===== config.mk =====
export PLATFORM = sky130hd
export DESIGN_NAME = one_wire_master_controller_flat
export DESIGN_NICKNAME = d
export VERILOG_FILES = /design/src/hw/rtl/owm_pkg.sv /design/src/hw/rtl/owm_cmd_if.sv /design/src/hw/rtl/owm_res_if.sv /design/src/hw/rtl/one_wire_master_controller.sv /design/src/flat_wrapper.sv
export SDC_FILE = /design/constraint.sdc
export NUM_CORES = 1
export LEC_CHECK = 0
export ABC_AREA = 1
export BUFFER_PORTS_ARGS = -buffer_cell sky130_fd_sc_hd__buf_4
export CAP_MARGIN = 40
export CORE_MARGIN = 2
export CORE_UTILIZATION = 35
export CTS_BUF_LIST = sky130_fd_sc_hd__clkbuf_2
export DETAILED_ROUTE_END_ITERATION = 6
export PLACE_DENSITY_LB_ADDON = 0.1
export SLEW_MARGIN = 20
export SYNTH_ARGS = -nofsm -noshare
export SYNTH_HDL_FRONTEND = slang
export SYNTH_SLANG_ARGS = --single-unit

===== constraint.sdc =====
create_clock -name i_clk -period 4.8 [get_ports i_clk]
set_input_delay 0.72 -clock i_clk [delete_from_list [all_inputs] [get_ports i_clk]]
set_output_delay 0.72 -clock i_clk [all_outputs]
set_load 0.03 [all_outputs]

===== src/hw/rtl/owm_pkg.sv =====
// Shared types and constants of the one-wire bus master.
package owm_pkg;

    localparam int COUNT_WIDTH   = 10;
    localparam int REG_WIDTH     = 10;
    localparam int NUM_REGS      = 7;
    localparam int CFG_IDX_WIDTH = 3;
    localparam int REQ_WIDTH     = 2;
    localparam int BYTE_WIDTH    = 8;
    localparam int BIT_IDX_WIDTH = 3;

    localparam logic [31:0] CNT_MAX = 32'((64'd1 << COUNT_WIDTH) - 64'd1);

    typedef logic [REG_WIDTH-1:0]   t_reg;
    typedef logic [COUNT_WIDTH-1:0] t_count;
    typedef logic [BYTE_WIDTH-1:0]  t_byte;

    typedef enum logic [REQ_WIDTH-1:0] {
        REQ_TICK  = 2'd0,
        REQ_RESET = 2'd1,
        REQ_WRITE = 2'd2,
        REQ_READ  = 2'd3
    } t_req;

    typedef enum logic [CFG_IDX_WIDTH-1:0] {
        CFG_RESET_LOW     = 3'd0,
        CFG_PRESENCE_WAIT = 3'd1,
        CFG_RESET_RECOVER = 3'd2,
        CFG_SHORT_LOW     = 3'd3,
        CFG_LONG_LOW      = 3'd4,
        CFG_READ_SAMPLE   = 3'd5,
        CFG_READ_TAIL     = 3'd6
    } t_cfg_idx;

    localparam t_reg INIT_RESET_LOW     = 10'd480;
    localparam t_reg INIT_PRESENCE_WAIT = 10'd80;
    localparam t_reg INIT_RESET_RECOVER = 10'd400;
    localparam t_reg INIT_SHORT_LOW     = 10'd1;
    localparam t_reg INIT_LONG_LOW      = 10'd60;
    localparam t_reg INIT_READ_SAMPLE   = 10'd10;
    localparam t_reg INIT_READ_TAIL     = 10'd50;

endpackage


===== src/hw/rtl/owm_cmd_if.sv =====
// Command channel of the one-wire bus master.
interface owm_cmd_if;
    logic                                valid;
    logic                                ready;
    logic [owm_pkg::REQ_WIDTH-1:0]       req_type;
    logic [owm_pkg::BYTE_WIDTH-1:0]      tx_byte;
    logic                                line_level;

    modport source (output valid, output req_type, output tx_byte, output line_level,
                    input ready);
    modport sink   (input valid, input req_type, input tx_byte, input line_level,
                    output ready);
endinterface


===== src/hw/rtl/owm_res_if.sv =====
// Result channel of the one-wire bus master.
interface owm_res_if;
    logic                                valid;
    logic                                ready;
    logic                                drive_low;
    logic                                busy_res;
    logic                                done_res;
    logic                                presence;
    logic [owm_pkg::BYTE_WIDTH-1:0]      rx_byte;
    logic                                rejected;

    modport source (output valid, output drive_low, output busy_res, output done_res,
                    output presence, output rx_byte, output rejected, input ready);
    modport sink   (input valid, input drive_low, input busy_res, input done_res,
                    input presence, input rx_byte, input rejected, output ready);
endinterface


===== src/hw/rtl/one_wire_master_controller.sv =====
// One-wire bus master: command/tick sequencer with timing registers.
//
// Usage: i_cmd carries one word per item: a tick (one microsecond, with the
// sampled line level), a bus reset, a write-byte or a read-byte command.
// o_res returns exactly one word per item: drive_low, busy_res, done_res,
// presence, rx_byte and rejected. Commands while busy are rejected.
// Timing registers are written through i_cfg_we / i_cfg_idx / i_cfg_data
// by the user only while the block is idle, which the block does not enforce;
// writes to index 7 are dropped. An accepted item goes from the input
// register through the single-pass step logic into the result register, a
// two-stage pipe taking one item per cycle while o_res does not stall.
// One tick may chain through several zero-length phases; a zero-length
// byte is finished in closed form within the same cycle.
// Reset (i_rst_n low, synchronous): phase idle, counters and shifters clear,
// timing registers return to their defaults, both pipe stages empty.
// Stall: while o_res.ready is low the result word holds; one more item is
// taken into the input register, then i_cmd.ready drops.
module one_wire_master_controller (
    input  logic                                i_clk,
    input  logic                                i_rst_n,
    input  logic                                i_cfg_we,
    input  logic [owm_pkg::CFG_IDX_WIDTH-1:0]   i_cfg_idx,
    input  logic [owm_pkg::REG_WIDTH-1:0]       i_cfg_data,
    owm_cmd_if.sink                             i_cmd,
    owm_res_if.source                           o_res
);

    typedef enum logic [3:0] {
        PH_IDLE, PH_RST_LOW, PH_RST_WAIT, PH_RST_REC,
        PH_WR_LOW, PH_WR_HIGH, PH_RD_LOW, PH_RD_WAIT, PH_RD_TAIL
    } t_phase;

    typedef struct packed {
        t_phase                              phase;
        owm_pkg::t_count                     time_left;
        logic [owm_pkg::BIT_IDX_WIDTH-1:0]   bit_index;
        owm_pkg::t_byte                      tx_shift;
        owm_pkg::t_byte                      rx_shift;
        logic                                presence;
    } t_state;

    typedef struct packed {
        t_state st;
        logic   done;
    } t_step;

    typedef struct packed {
        owm_pkg::t_count rst_low;
        owm_pkg::t_count pres_wait;
        owm_pkg::t_count rst_rec;
        owm_pkg::t_count short_low;
        owm_pkg::t_count long_low;
        owm_pkg::t_count rd_sample;
        owm_pkg::t_count rd_tail;
    } t_counts;

    function automatic owm_pkg::t_count load_count(owm_pkg::t_reg v);
        logic [31:0] ext;
        ext = 32'(v);
        if (ext > owm_pkg::CNT_MAX) begin
            return owm_pkg::t_count'(owm_pkg::CNT_MAX);
        end
        return owm_pkg::t_count'(ext);
    endfunction

    function automatic t_step step(t_step a, logic level, t_counts c);
        t_step r;
        r = a;
        if (a.st.phase != PH_IDLE && a.st.time_left == '0) begin
            unique case (a.st.phase)
                PH_RST_LOW: begin
                    r.st.phase     = PH_RST_WAIT;
                    r.st.time_left = c.pres_wait;
                end
                PH_RST_WAIT: begin
                    r.st.presence  = !level;
                    r.st.phase     = PH_RST_REC;
                    r.st.time_left = c.rst_rec;
                end
                PH_RST_REC: begin
                    r.st.phase     = PH_IDLE;
                    r.st.time_left = '0;
                    r.done         = 1'b1;
                end
                PH_WR_LOW: begin
                    r.st.phase     = PH_WR_HIGH;
                    r.st.time_left = a.st.tx_shift[0] ? c.long_low : c.short_low;
                end
                PH_WR_HIGH: begin
                    r.st.tx_shift = a.st.tx_shift >> 1;
                    if (a.st.bit_index == '1) begin
                        r.st.bit_index = '0;
                        r.st.phase     = PH_IDLE;
                        r.st.time_left = '0;
                        r.done         = 1'b1;
                    end else begin
                        r.st.bit_index = a.st.bit_index + 1'b1;
                        r.st.phase     = PH_WR_LOW;
                        r.st.time_left = a.st.tx_shift[1] ? c.short_low : c.long_low;
                    end
                end
                PH_RD_LOW: begin
                    r.st.phase     = PH_RD_WAIT;
                    r.st.time_left = c.rd_sample;
                end
                PH_RD_WAIT: begin
                    if (level) begin
                        r.st.rx_shift[a.st.bit_index] = 1'b1;
                    end
                    r.st.phase     = PH_RD_TAIL;
                    r.st.time_left = c.rd_tail;
                end
                PH_RD_TAIL: begin
                    if (a.st.bit_index == '1) begin
                        r.st.bit_index = '0;
                        r.st.phase     = PH_IDLE;
                        r.st.time_left = '0;
                        r.done         = 1'b1;
                    end else begin
                        r.st.bit_index = a.st.bit_index + 1'b1;
                        r.st.phase     = PH_RD_LOW;
                        r.st.time_left = c.short_low;
                    end
                end
                default: begin
                    r.st.phase     = PH_IDLE;
                    r.st.time_left = '0;
                end
            endcase
        end
        return r;
    endfunction

    owm_pkg::t_reg                   r_cfg [owm_pkg::NUM_REGS];
    t_state                          r_state;
    logic                            r_in_valid;
    logic [owm_pkg::REQ_WIDTH-1:0]   r_in_req;
    owm_pkg::t_byte                  r_in_tx;
    logic                            r_in_level;
    logic                            r_out_valid;
    logic                            r_out_drive;
    logic                            r_out_busy;
    logic                            r_out_done;
    logic                            r_out_presence;
    owm_pkg::t_byte                  r_out_rx;
    logic                            r_out_rejected;

    t_counts                         cnt;
    t_state                          n_state;
    logic                            n_done;
    logic                            n_rejected;
    logic                            in_accept;
    logic                            fire;

    assign cnt.rst_low   = load_count(r_cfg[owm_pkg::CFG_RESET_LOW]);
    assign cnt.pres_wait = load_count(r_cfg[owm_pkg::CFG_PRESENCE_WAIT]);
    assign cnt.rst_rec   = load_count(r_cfg[owm_pkg::CFG_RESET_RECOVER]);
    assign cnt.short_low = load_count(r_cfg[owm_pkg::CFG_SHORT_LOW]);
    assign cnt.long_low  = load_count(r_cfg[owm_pkg::CFG_LONG_LOW]);
    assign cnt.rd_sample = load_count(r_cfg[owm_pkg::CFG_READ_SAMPLE]);
    assign cnt.rd_tail   = load_count(r_cfg[owm_pkg::CFG_READ_TAIL]);

    assign fire        = r_in_valid && (!r_out_valid || o_res.ready);
    assign i_cmd.ready = !r_in_valid || fire;
    assign in_accept   = i_cmd.valid && i_cmd.ready;

    always_comb begin
        t_state         s_dec;
        t_step          a0;
        t_step          a1;
        t_step          a2;
        t_step          a3;
        owm_pkg::t_byte mask;
        logic           wr_now;
        logic           rd_now;

        n_state    = r_state;
        n_done     = 1'b0;
        n_rejected = 1'b0;
        s_dec      = r_state;
        a0         = '{st: r_state, done: 1'b0};
        a1         = a0;
        a2         = a0;
        a3         = a0;
        mask       = '0;
        wr_now     = 1'b0;
        rd_now     = 1'b0;

        if (r_in_req != owm_pkg::REQ_TICK) begin
            if (r_state.phase != PH_IDLE) begin
                n_rejected = 1'b1;
            end else begin
                n_state.bit_index = '0;
                if (r_in_req == owm_pkg::REQ_RESET) begin
                    n_state.phase     = PH_RST_LOW;
                    n_state.time_left = cnt.rst_low;
                end else if (r_in_req == owm_pkg::REQ_WRITE) begin
                    n_state.tx_shift  = r_in_tx;
                    n_state.phase     = PH_WR_LOW;
                    n_state.time_left = r_in_tx[0] ? cnt.short_low : cnt.long_low;
                end else begin
                    n_state.rx_shift  = '0;
                    n_state.phase     = PH_RD_LOW;
                    n_state.time_left = cnt.short_low;
                end
            end
        end else if (r_state.phase != PH_IDLE) begin
            if (r_state.time_left != '0) begin
                s_dec.time_left = r_state.time_left - owm_pkg::t_count'(1);
            end
            a0 = '{st: s_dec, done: 1'b0};
            a1 = step(a0, r_in_level, cnt);
            a2 = step(a1, r_in_level, cnt);
            a3 = step(a2, r_in_level, cnt);
            wr_now = s_dec.time_left == '0 && cnt.short_low == '0 && cnt.long_low == '0
                     && (s_dec.phase == PH_WR_LOW || s_dec.phase == PH_WR_HIGH);
            rd_now = s_dec.time_left == '0 && cnt.short_low == '0
                     && cnt.rd_sample == '0 && cnt.rd_tail == '0
                     && (s_dec.phase == PH_RD_LOW || s_dec.phase == PH_RD_WAIT
                         || s_dec.phase == PH_RD_TAIL);
            mask = 8'hFF << s_dec.bit_index;
            if (s_dec.phase == PH_RD_TAIL) begin
                mask[s_dec.bit_index] = 1'b0;
            end
            if (wr_now || rd_now) begin
                n_state           = s_dec;
                n_state.phase     = PH_IDLE;
                n_state.time_left = '0;
                n_state.bit_index = '0;
                n_done            = 1'b1;
                if (wr_now) begin
                    n_state.tx_shift = '0;
                end else if (r_in_level) begin
                    n_state.rx_shift = s_dec.rx_shift | mask;
                end
            end else begin
                n_state = a3.st;
                n_done  = a3.done;
            end
        end
    end

    always_ff @(posedge i_clk) begin
        if (!i_rst_n) begin
            r_cfg[owm_pkg::CFG_RESET_LOW]     <= owm_pkg::INIT_RESET_LOW;
            r_cfg[owm_pkg::CFG_PRESENCE_WAIT] <= owm_pkg::INIT_PRESENCE_WAIT;
            r_cfg[owm_pkg::CFG_RESET_RECOVER] <= owm_pkg::INIT_RESET_RECOVER;
            r_cfg[owm_pkg::CFG_SHORT_LOW]     <= owm_pkg::INIT_SHORT_LOW;
            r_cfg[owm_pkg::CFG_LONG_LOW]      <= owm_pkg::INIT_LONG_LOW;
            r_cfg[owm_pkg::CFG_READ_SAMPLE]   <= owm_pkg::INIT_READ_SAMPLE;
            r_cfg[owm_pkg::CFG_READ_TAIL]     <= owm_pkg::INIT_READ_TAIL;
            r_state     <= '{phase: PH_IDLE, default: '0};
            r_in_valid  <= 1'b0;
            r_out_valid <= 1'b0;
        end else begin
            if (i_cfg_we && i_cfg_idx <= owm_pkg::CFG_READ_TAIL) begin
                r_cfg[i_cfg_idx] <= i_cfg_data;
            end
            if (in_accept) begin
                r_in_valid <= 1'b1;
                r_in_req   <= i_cmd.req_type;
                r_in_tx    <= i_cmd.tx_byte;
                r_in_level <= i_cmd.line_level;
            end else if (fire) begin
                r_in_valid <= 1'b0;
            end
            if (fire) begin
                r_state        <= n_state;
                r_out_valid    <= 1'b1;
                r_out_drive    <= n_state.phase == PH_RST_LOW || n_state.phase == PH_WR_LOW
                                  || n_state.phase == PH_RD_LOW;
                r_out_busy     <= n_state.phase != PH_IDLE;
                r_out_done     <= n_done;
                r_out_presence <= n_state.presence;
                r_out_rx       <= n_state.rx_shift;
                r_out_rejected <= n_rejected;
            end else if (o_res.ready) begin
                r_out_valid <= 1'b0;
            end
        end
    end

    assign o_res.valid     = r_out_valid;
    assign o_res.drive_low = r_out_drive;
    assign o_res.busy_res  = r_out_busy;
    assign o_res.done_res  = r_out_done;
    assign o_res.presence  = r_out_presence;
    assign o_res.rx_byte   = r_out_rx;
    assign o_res.rejected  = r_out_rejected;

endmodule


===== src/flat_wrapper.sv =====
// flat-port wrapper written by rule: the top's interface ports become plain ports
module one_wire_master_controller_flat 
  (i_clk, i_rst_n, i_cfg_we, i_cfg_idx, i_cfg_data, i_cmd_valid, i_cmd_req_type, i_cmd_tx_byte, i_cmd_line_level, i_cmd_ready, o_res_valid, o_res_drive_low, o_res_busy_res, o_res_done_res, o_res_presence, o_res_rx_byte, o_res_rejected, o_res_ready);
  owm_cmd_if i_cmd_i ();
  owm_res_if o_res_i ();
  input  logic i_clk;
  input  logic i_rst_n;
  input  logic i_cfg_we;
  input  logic [owm_pkg::CFG_IDX_WIDTH-1:0] i_cfg_idx;
  input  logic [owm_pkg::REG_WIDTH-1:0] i_cfg_data;
  input wire logic [$bits(i_cmd_i.valid)-1:0] i_cmd_valid;
  input wire logic [$bits(i_cmd_i.req_type)-1:0] i_cmd_req_type;
  input wire logic [$bits(i_cmd_i.tx_byte)-1:0] i_cmd_tx_byte;
  input wire logic [$bits(i_cmd_i.line_level)-1:0] i_cmd_line_level;
  output wire logic [$bits(i_cmd_i.ready)-1:0] i_cmd_ready;
  output wire logic [$bits(o_res_i.valid)-1:0] o_res_valid;
  output wire logic [$bits(o_res_i.drive_low)-1:0] o_res_drive_low;
  output wire logic [$bits(o_res_i.busy_res)-1:0] o_res_busy_res;
  output wire logic [$bits(o_res_i.done_res)-1:0] o_res_done_res;
  output wire logic [$bits(o_res_i.presence)-1:0] o_res_presence;
  output wire logic [$bits(o_res_i.rx_byte)-1:0] o_res_rx_byte;
  output wire logic [$bits(o_res_i.rejected)-1:0] o_res_rejected;
  input wire logic [$bits(o_res_i.ready)-1:0] o_res_ready;
  assign i_cmd_i.valid = i_cmd_valid;
  assign i_cmd_i.req_type = i_cmd_req_type;
  assign i_cmd_i.tx_byte = i_cmd_tx_byte;
  assign i_cmd_i.line_level = i_cmd_line_level;
  assign i_cmd_ready = i_cmd_i.ready;
  assign o_res_valid = o_res_i.valid;
  assign o_res_drive_low = o_res_i.drive_low;
  assign o_res_busy_res = o_res_i.busy_res;
  assign o_res_done_res = o_res_i.done_res;
  assign o_res_presence = o_res_i.presence;
  assign o_res_rx_byte = o_res_i.rx_byte;
  assign o_res_rejected = o_res_i.rejected;
  assign o_res_i.ready = o_res_ready;
  one_wire_master_controller u_core (.i_clk(i_clk), .i_rst_n(i_rst_n), .i_cfg_we(i_cfg_we), .i_cfg_idx(i_cfg_idx), .i_cfg_data(i_cfg_data), .i_cmd(i_cmd_i), .o_res(o_res_i));
endmodule

==> flow_metrics.tcl, run 1 <==
set metrics [dict create \
    slew_violations 0 \
    synth_seq_area_share_pct 32.9 \
    start_kind "flop" \
    grt_pass1_wl_um 70900 \
    num_vias 11900 \
    ir_drop_mv 0.191 \
    clkLatencyLatePin_ns 0.77 \
    cts_tree "built" \
    viasPerCell 5.51 \
    required_ns 5.53 \
    finalInstanceArea_mm2 0.0123 \
    yosysUniqueCellTypes 54 \
    antenna_found_initial 2 \
    max_slew.worst_pin.slew_ns 0.829 \
    drv_cap 0 \
    drtPass1Iterations 7 \
    power.density_mw_per_mm2 299 \
    ys_seq_elements 130 \
    layout.nets 1793 \
    hpwl_um 38400 \
    root_buffer "clkbuf_2" \
    cts.sinks 130 \
    startpoint "u_core.r_state[32]$_SDFFE_PN0P_" \
    min_from "i_cmd_tx_byte[4]" \
    ctsHoldBuffers 0 \
    synth.cells.most_frequent "nand2_1, nor2_1, inv_1" \
    synth.area.top_cells "edfxtp_1, nand2_1, dfxtp_1" \
    grtUsageTotal_pct 31.1 \
    stdcell_count 2154 \
    grt_max_degree 32 \
    postSynthAreaPerCell_um2 6.45 \
    period_needed_ns 4.58 \
    htree_levels 4 \
    cp-end-kind "flop" \
    power.leakage_nw 5.74 \
    regArea_mm2 0.00345 \
    overflow 0 \
    yosys.area.top_type "edfxtp_1" \
    antenna_left 0 \
    power_mw 3.69 \
    multiInputGateArea_mm2 0.00606 \
    nFillCells 3201 \
    wire_per_inst_um 22.3 \
    async_reset_ff_share_pct 0 \
    die_area_mm2 0.0313 \
    cts_buffers 17 \
    synth_top_area_share_pct 24.1 \
    relSlewSlack_pct 44.7 \
    synth_most_common_cell "nand2_1" \
    mappedNetlistNets 1664 \
    cpMaxStageDelayCell "dfxtp_1" \
    synth_area_mm2 0.0105 \
    hold_viol 0 \
    drt_iter0_markers 1580 \
    drcViolationCount 1 \
    routabilityCongestion 1.03 \
    die_y_um 177 \
    io_buffer_count 43 \
    critPathArrivalTime_ns 5.30 \
    clk_path_buf_depth 2 \
    die-width_um 177 \
    max_stage_delay_ns 0.50 \
    setup_violations 0 \
    syn_to_final_growth_pct 18.1 \
    row_count 63 \
    synth-edff-count 84 \
    wl_um 48000 \
    hold_class "input pin to flop" \
    drive_gt1_share_pct 16.3 \
    pin_count 44 \
    worst-setup-path-type "flop to flop" \
    place_inst 2118 \
    initial_core_util_pct 35.4 \
    rr_startpoint "u_core.r_state[32]$_SDFFE_PN0P_" \
    max_freq_ghz 0.218 \
    finalCritPeriodShare_pct 95.4 \
    status "finished with violations" \
    ys.flop_type "edfxtp_1" \
    placed_area_mm2 0.0119 \
    yosysWarnings 0 \
    cp_max_fo 10 \
    core_mm2 0.0296 \
    clk_pin_slew_worst_paths_ns 0.26 \
    fin_worst_skew_ns 0.0529 \
    grt_pass1_vias 10800 \
    critPathMostFrequentCell "nand2_1" \
    violations "design-rule violations" \
    syn_inst 1621 \
]
==> power breakdown <==
part           internal, mW  leakage, nW  switching [mW]  total, mW
registers              1.27         1.19          0.0939       1.36
clock network         0.360        0.173           0.508      0.867
logic                 0.463         4.38            1.00       1.47
==> layout make-up <==
cell class | instances | area share [%]
multi-input combinational | 1228 | 49.1
sequential | 130 | 28.0
timing repair buffer | 152 | 9.78
inverter | 221 | 6.72
tap | 390 | 3.95
clock inverter | 15 | 1.76
clock buffer | 17 | 0.689
antenna | 1 | 0.0203
==> worst max-delay path: cells and delay by family (launching register included) <==
family	cells	cell delay (ns)
flops	1	0.50
compound gates	4	0.71
simple gates	18	2.83
buf+inv	4	0.49
==> through the flow <==
| step | hold WS [ns] | worst slack (ns) | utilization [%] | TNS [ns] |
|---|---|---|---|---|
| final | 0.113 | 0.221 | 41.8 | 0 |
| after floorplan | 0.470 | 0.203 | - | 0 |
| after global placement | 0.493 | 0.0734 | 40.2 | 0 |
| after CTS | 0.0349 | 0.00116 | 41.3 | 0 |
| after detailed placement | 0.504 | 0.0490 | 40.2 | 0 |
| after global routing | 0.0419 | -0.0256 | 41.8 | -0.0407 |
==> worst paths after layout <==
path,endpoint,cells past startpoint,slack [ns]
max,u_core.r_state[21]$_SDFFE_PN0P_,26,0.22
min,u_core.r_in_tx[4]$_DFFE_PP_,1,0.11
max reg2reg,u_core.r_state[21]$_SDFFE_PN0P_,26,0.22
min reg2reg,u_core.o_res.valid$_SDFFE_PN0P_,2,0.52
==> per-layer routing <==
metal | up-vias | GRT usage [%] | routed length (µm)
met5 | - | 0 | 18
met4 | 2 | 9.92 | 1620
met2 | 654 | 45.7 | 20000
li1 | 5624 | - | -
met3 | 102 | 5.95 | 4610
met1 | 5488 | 45.7 | 21800
==> registers in the layout, summed over array words and instances (netlist names), 2 cells and up <==
| name | flops |
|---|---|
| u_core.r_in_tx | 8 |
| u_core.r_cfg | 70 |
| u_core.r_in_req | 2 |
| u_core.o_res.rx_byte | 8 |
| u_core.r_state | 34 |
==> cell families after synthesis <==
logic type      share of synthesized area [%]
flops                                    32.9
xor+xnor                                0.407
buf+inv                                  10.1
mux                                     0.718
simple gates                             38.7
fa+ha+maj                                1.68
compound gates                           15.5
==> placed cells by master, fill, tap and decap left out, types with 5 or more instances in the layout <==
master	n
nand2_1	436
nor2_1	229
inv_1	205
buf_4	146
nand3_1	116
o21ai_0	92
edfxtp_1	84
a21oi_1	80
dfxtp_1	42
o21ai_1	28
nand4_1	26
o22ai_1	23
nand2_2	22
nor4_1	20
nor3_1	17
clkbuf_2	17
nor2_4	15
o211ai_1	14
nor2_2	13
inv_2	12
ha_1	12
a221oi_1	10
nand2_4	9
a31oi_1	9
inv_6	6
buf_12	5
==> timing repair <==
item	4_1_cts	5_1_grt
resized for setup	1	33
endpoints found under the setup margin	2	43
buffers inserted	0	2
pin swaps	0	6
cloned	0	1
No activity file was read; power rests on OpenSTA's default activity.
==> inputs of run 2 (changes only) <==
Settings changed: ABC_AREA 1 to 0, SLEW_MARGIN 20 to 0.
==> flow_metrics.tcl, run 2 <==
set metrics [dict create \
    slew_violations 0 \
    grt_pass1_wl_um 71800 \
    layout_commonest_cell "buf_4" \
    io_buffer_count 43 \
    drive_gt1_share_pct 39.9 \
    rsz0062_at_grt "yes" \
    cts.sinks 130 \
    place_inst 1794 \
    num_vias 11300 \
    synth_area_mm2 0.00968 \
    syn_inst 1161 \
    ys_seq_elements 130 \
    wire_per_inst_um 26.4 \
    violations "negative setup slack" \
    finalCritPeriodShare_pct 118 \
    power.density_mw_per_mm2 270 \
    multiInputGateArea_mm2 0.00653 \
    async_reset_ff_share_pct 0 \
    final_util_pct 51.7 \
    row_count 60 \
    start_kind "flop" \
    startpoint "u_core.r_state[20]$_SDFFE_PN0P_" \
    setup_violations 44 \
    cts_buffers 17 \
    dp_slack_ns -1.01 \
    nFillCells 2631 \
    layout_common_cells "buf_4, nand2_1, nor2_1, edfxtp_1, a21oi_1" \
    required_ns 5.49 \
    wl_um 49200 \
    mappedNetlistNets 1204 \
    drcViolationCount 0 \
    synth.area.top_cells "edfxtp_1, dfxtp_1, nand2_1" \
    root_buffer "clkbuf_2" \
    drt_iter0_markers 1394 \
    relSlewSlack_pct 45.6 \
    routabilityCongestion 1.06 \
    cp-end-kind "flop" \
    ctsHoldBuffers 0 \
    stdcell_count 1865 \
    core_mm2 0.0270 \
    ys.flop_type "edfxtp_1" \
    reg2reg_depth 26 \
    critPathArrivalTime_ns 6.34 \
    top_register "u_core.r_cfg" \
    reg_top3 "u_core.r_cfg: 70 flops, u_core.r_state: 34 flops" \
    yosys.area.top_type "edfxtp_1" \
    die-width_um 170 \
    initial_core_util_pct 35.8 \
    grt_pass1_vias 10800 \
    postSynthAreaPerCell_um2 8.34 \
    max_freq_ghz 0.177 \
    path_buf_inv 4 \
    status "finished with violations" \
    htree_levels 4 \
    die_area_mm2 0.0290 \
    synth-edff-count 84 \
    worst-setup-path-type "flop to flop" \
    grt_max_degree 29 \
    yosysUniqueCellTypes 97 \
    max_slew.worst_pin.slew_ns 0.814 \
    power.leakage_nw 5.55 \
    min_from "i_cmd_tx_byte[5]" \
    drv_cap 0 \
    antenna_left 0 \
    overflow 0 \
    die_y_um 170 \
    critPathMostFrequentCell "ha_4" \
    max_stage_delay_ns 0.53 \
    regArea_mm2 0.00345 \
    rr_startpoint "u_core.r_state[20]$_SDFFE_PN0P_" \
    synth.cells.most_frequent "nand2_1, nor2_1, edfxtp_1" \
    largest_reg_flops 70 \
    cts_tree "built" \
    syn_to_final_growth_pct 44.2 \
    holdPathStages 1 \
    cp.depth 26 \
    hold_class "input pin to flop" \
    synth_top_area_share_pct 26.0 \
    fin_worst_skew_ns 0.0692 \
    hold_viol 0 \
    viasPerCell 6.06 \
    antenna_found_initial 1 \
    drtPass1Iterations 7 \
    clk_pin_slew_worst_paths_ns 0.29 \
    hpwl_um 39500 \
    yosysWarnings 0 \
    ir_drop_mv 0.231 \
    pin_count 44 \
    period_needed_ns 5.65 \
    critical-path-top-delay-family "simple AND/OR/NAND/NOR gates" \
    cp_max_fo 5 \
    grtUsageTotal_pct 34.0 \
    cpMaxStageDelayCell "or4b_4" \
    synth_most_common_cell "nand2_1" \
    layout.nets 1552 \
    synth_seq_area_share_pct 35.6 \
    clkLatencyLatePin_ns 0.79 \
    clk_path_buf_depth 2 \
    fin_ws_ns -0.849 \
]
run 2: cell count changes in the layout (fill, tap and decap cells not counted), moves of 35 or more:
cell / previous run / this run
inv_1: 205 / 34
nand3_1: 116 / 34
o21ai_0: 92 / 57
nor2_1: 229 / 86
buf_4: 146 / 382
nand2_1: 436 / 151
run 2: what timing repair did:
| item | in CTS | in global routing |
|---|---|---|
| cloned | 0 | 1 |
| pin swaps | 54 | 28 |
| endpoints found under the setup margin | 44 | 44 |
| setup buffers | 23 | 15 |
| gates resized for setup | 81 | 52 |
run 2: worst reg2reg max path: stages, from the launching register on:
cell and delay, ns:
dfxtp_4 0.42, inv_4 0.06, ha_4 0.11, or3b_4 0.40, or3_4 0.40, o22ai_4 0.17, or4b_4 0.53, nor2_8 0.13
nand3_4 0.10, nor3_4 0.17, a21oi_4 0.05, inv_2 0.08, ha_4 0.14, ha_4 0.18, nor4b_4 0.07, a21oi_4 0.17
a21boi_4 0.24, o21ai_4 0.10, a221o_1 0.36, nor4b_2 0.33, a21boi_2 0.17, nand2b_4 0.21, a311oi_4 0.31, buf_4 0.18
buf_12 0.12, o21ai_4 0.08, a221oi_2 0.28
run 2: cell families after synthesis:
logic type	count (synthesis)	synth area share, %
xor+xnor	4	0.362
simple gates	484	25.6
flops	130	35.6
fa+ha+maj	14	1.81
compound gates	366	26.5
buf+inv	113	4.76
mux	50	5.44
run 2: where the power goes:
| group | internal, mW | leakage [nW] | switching (mW) |
|---|---|---|---|
| registers | 1.25 | 1.18 | 0.0660 |
| logic | 0.767 | 4.22 | 0.924 |
| clock network | 0.216 | 0.147 | 0.547 |
| total | 2.24 | 5.55 | 1.54 |
run 2: final timing paths:
path	endpoint	slack (ns)
setup / recovery	u_core.r_state[21]$_SDFFE_PN0P_	-0.85
hold / removal	u_core.r_in_tx[5]$_DFFE_PP_	0.11
hold reg to reg	u_core.r_state[0]$_SDFFE_PN0P_	0.47
setup reg to reg	u_core.r_state[21]$_SDFFE_PN0P_	-0.85
run 2: routing by layer:
metal  track usage, %  up-vias  wire, µm  part of all wire [%]
met4             11.6        0      1860                   3.8
met2             52.0      575     21500                    44
met5                0        -         0                     0
li1                 -     5130         -                     -
met1             48.8     5498     22200                    45
met3             5.21      102      3670                   7.5
run 2: area by class of cell:
cell class | count | area share [%]
flip-flops and latches | 130 | 24.7
clock inverters | 15 | 1.17
diodes | 2 | 0.0358
clock buffers | 17 | 0.609
well taps | 341 | 3.05
multi-input cells | 918 | 46.8
inverters | 41 | 1.12
repair buffers | 401 | 22.5
run 2: metrics by stage:
step	area [µm²]	setup TNS (ns)	hold slack (ns)	power [mW]
after floorplan	9880	-18.54	0.437	2.05
after global placement	12800	-30.69	0.445	2.84
after detailed placement	12800	-32.10	0.451	2.82
after CTS	13600	-23.34	0.0484	3.68
after global routing	14000	-31.66	0.0181	3.92
final	14000	-25.20	0.110	3.77
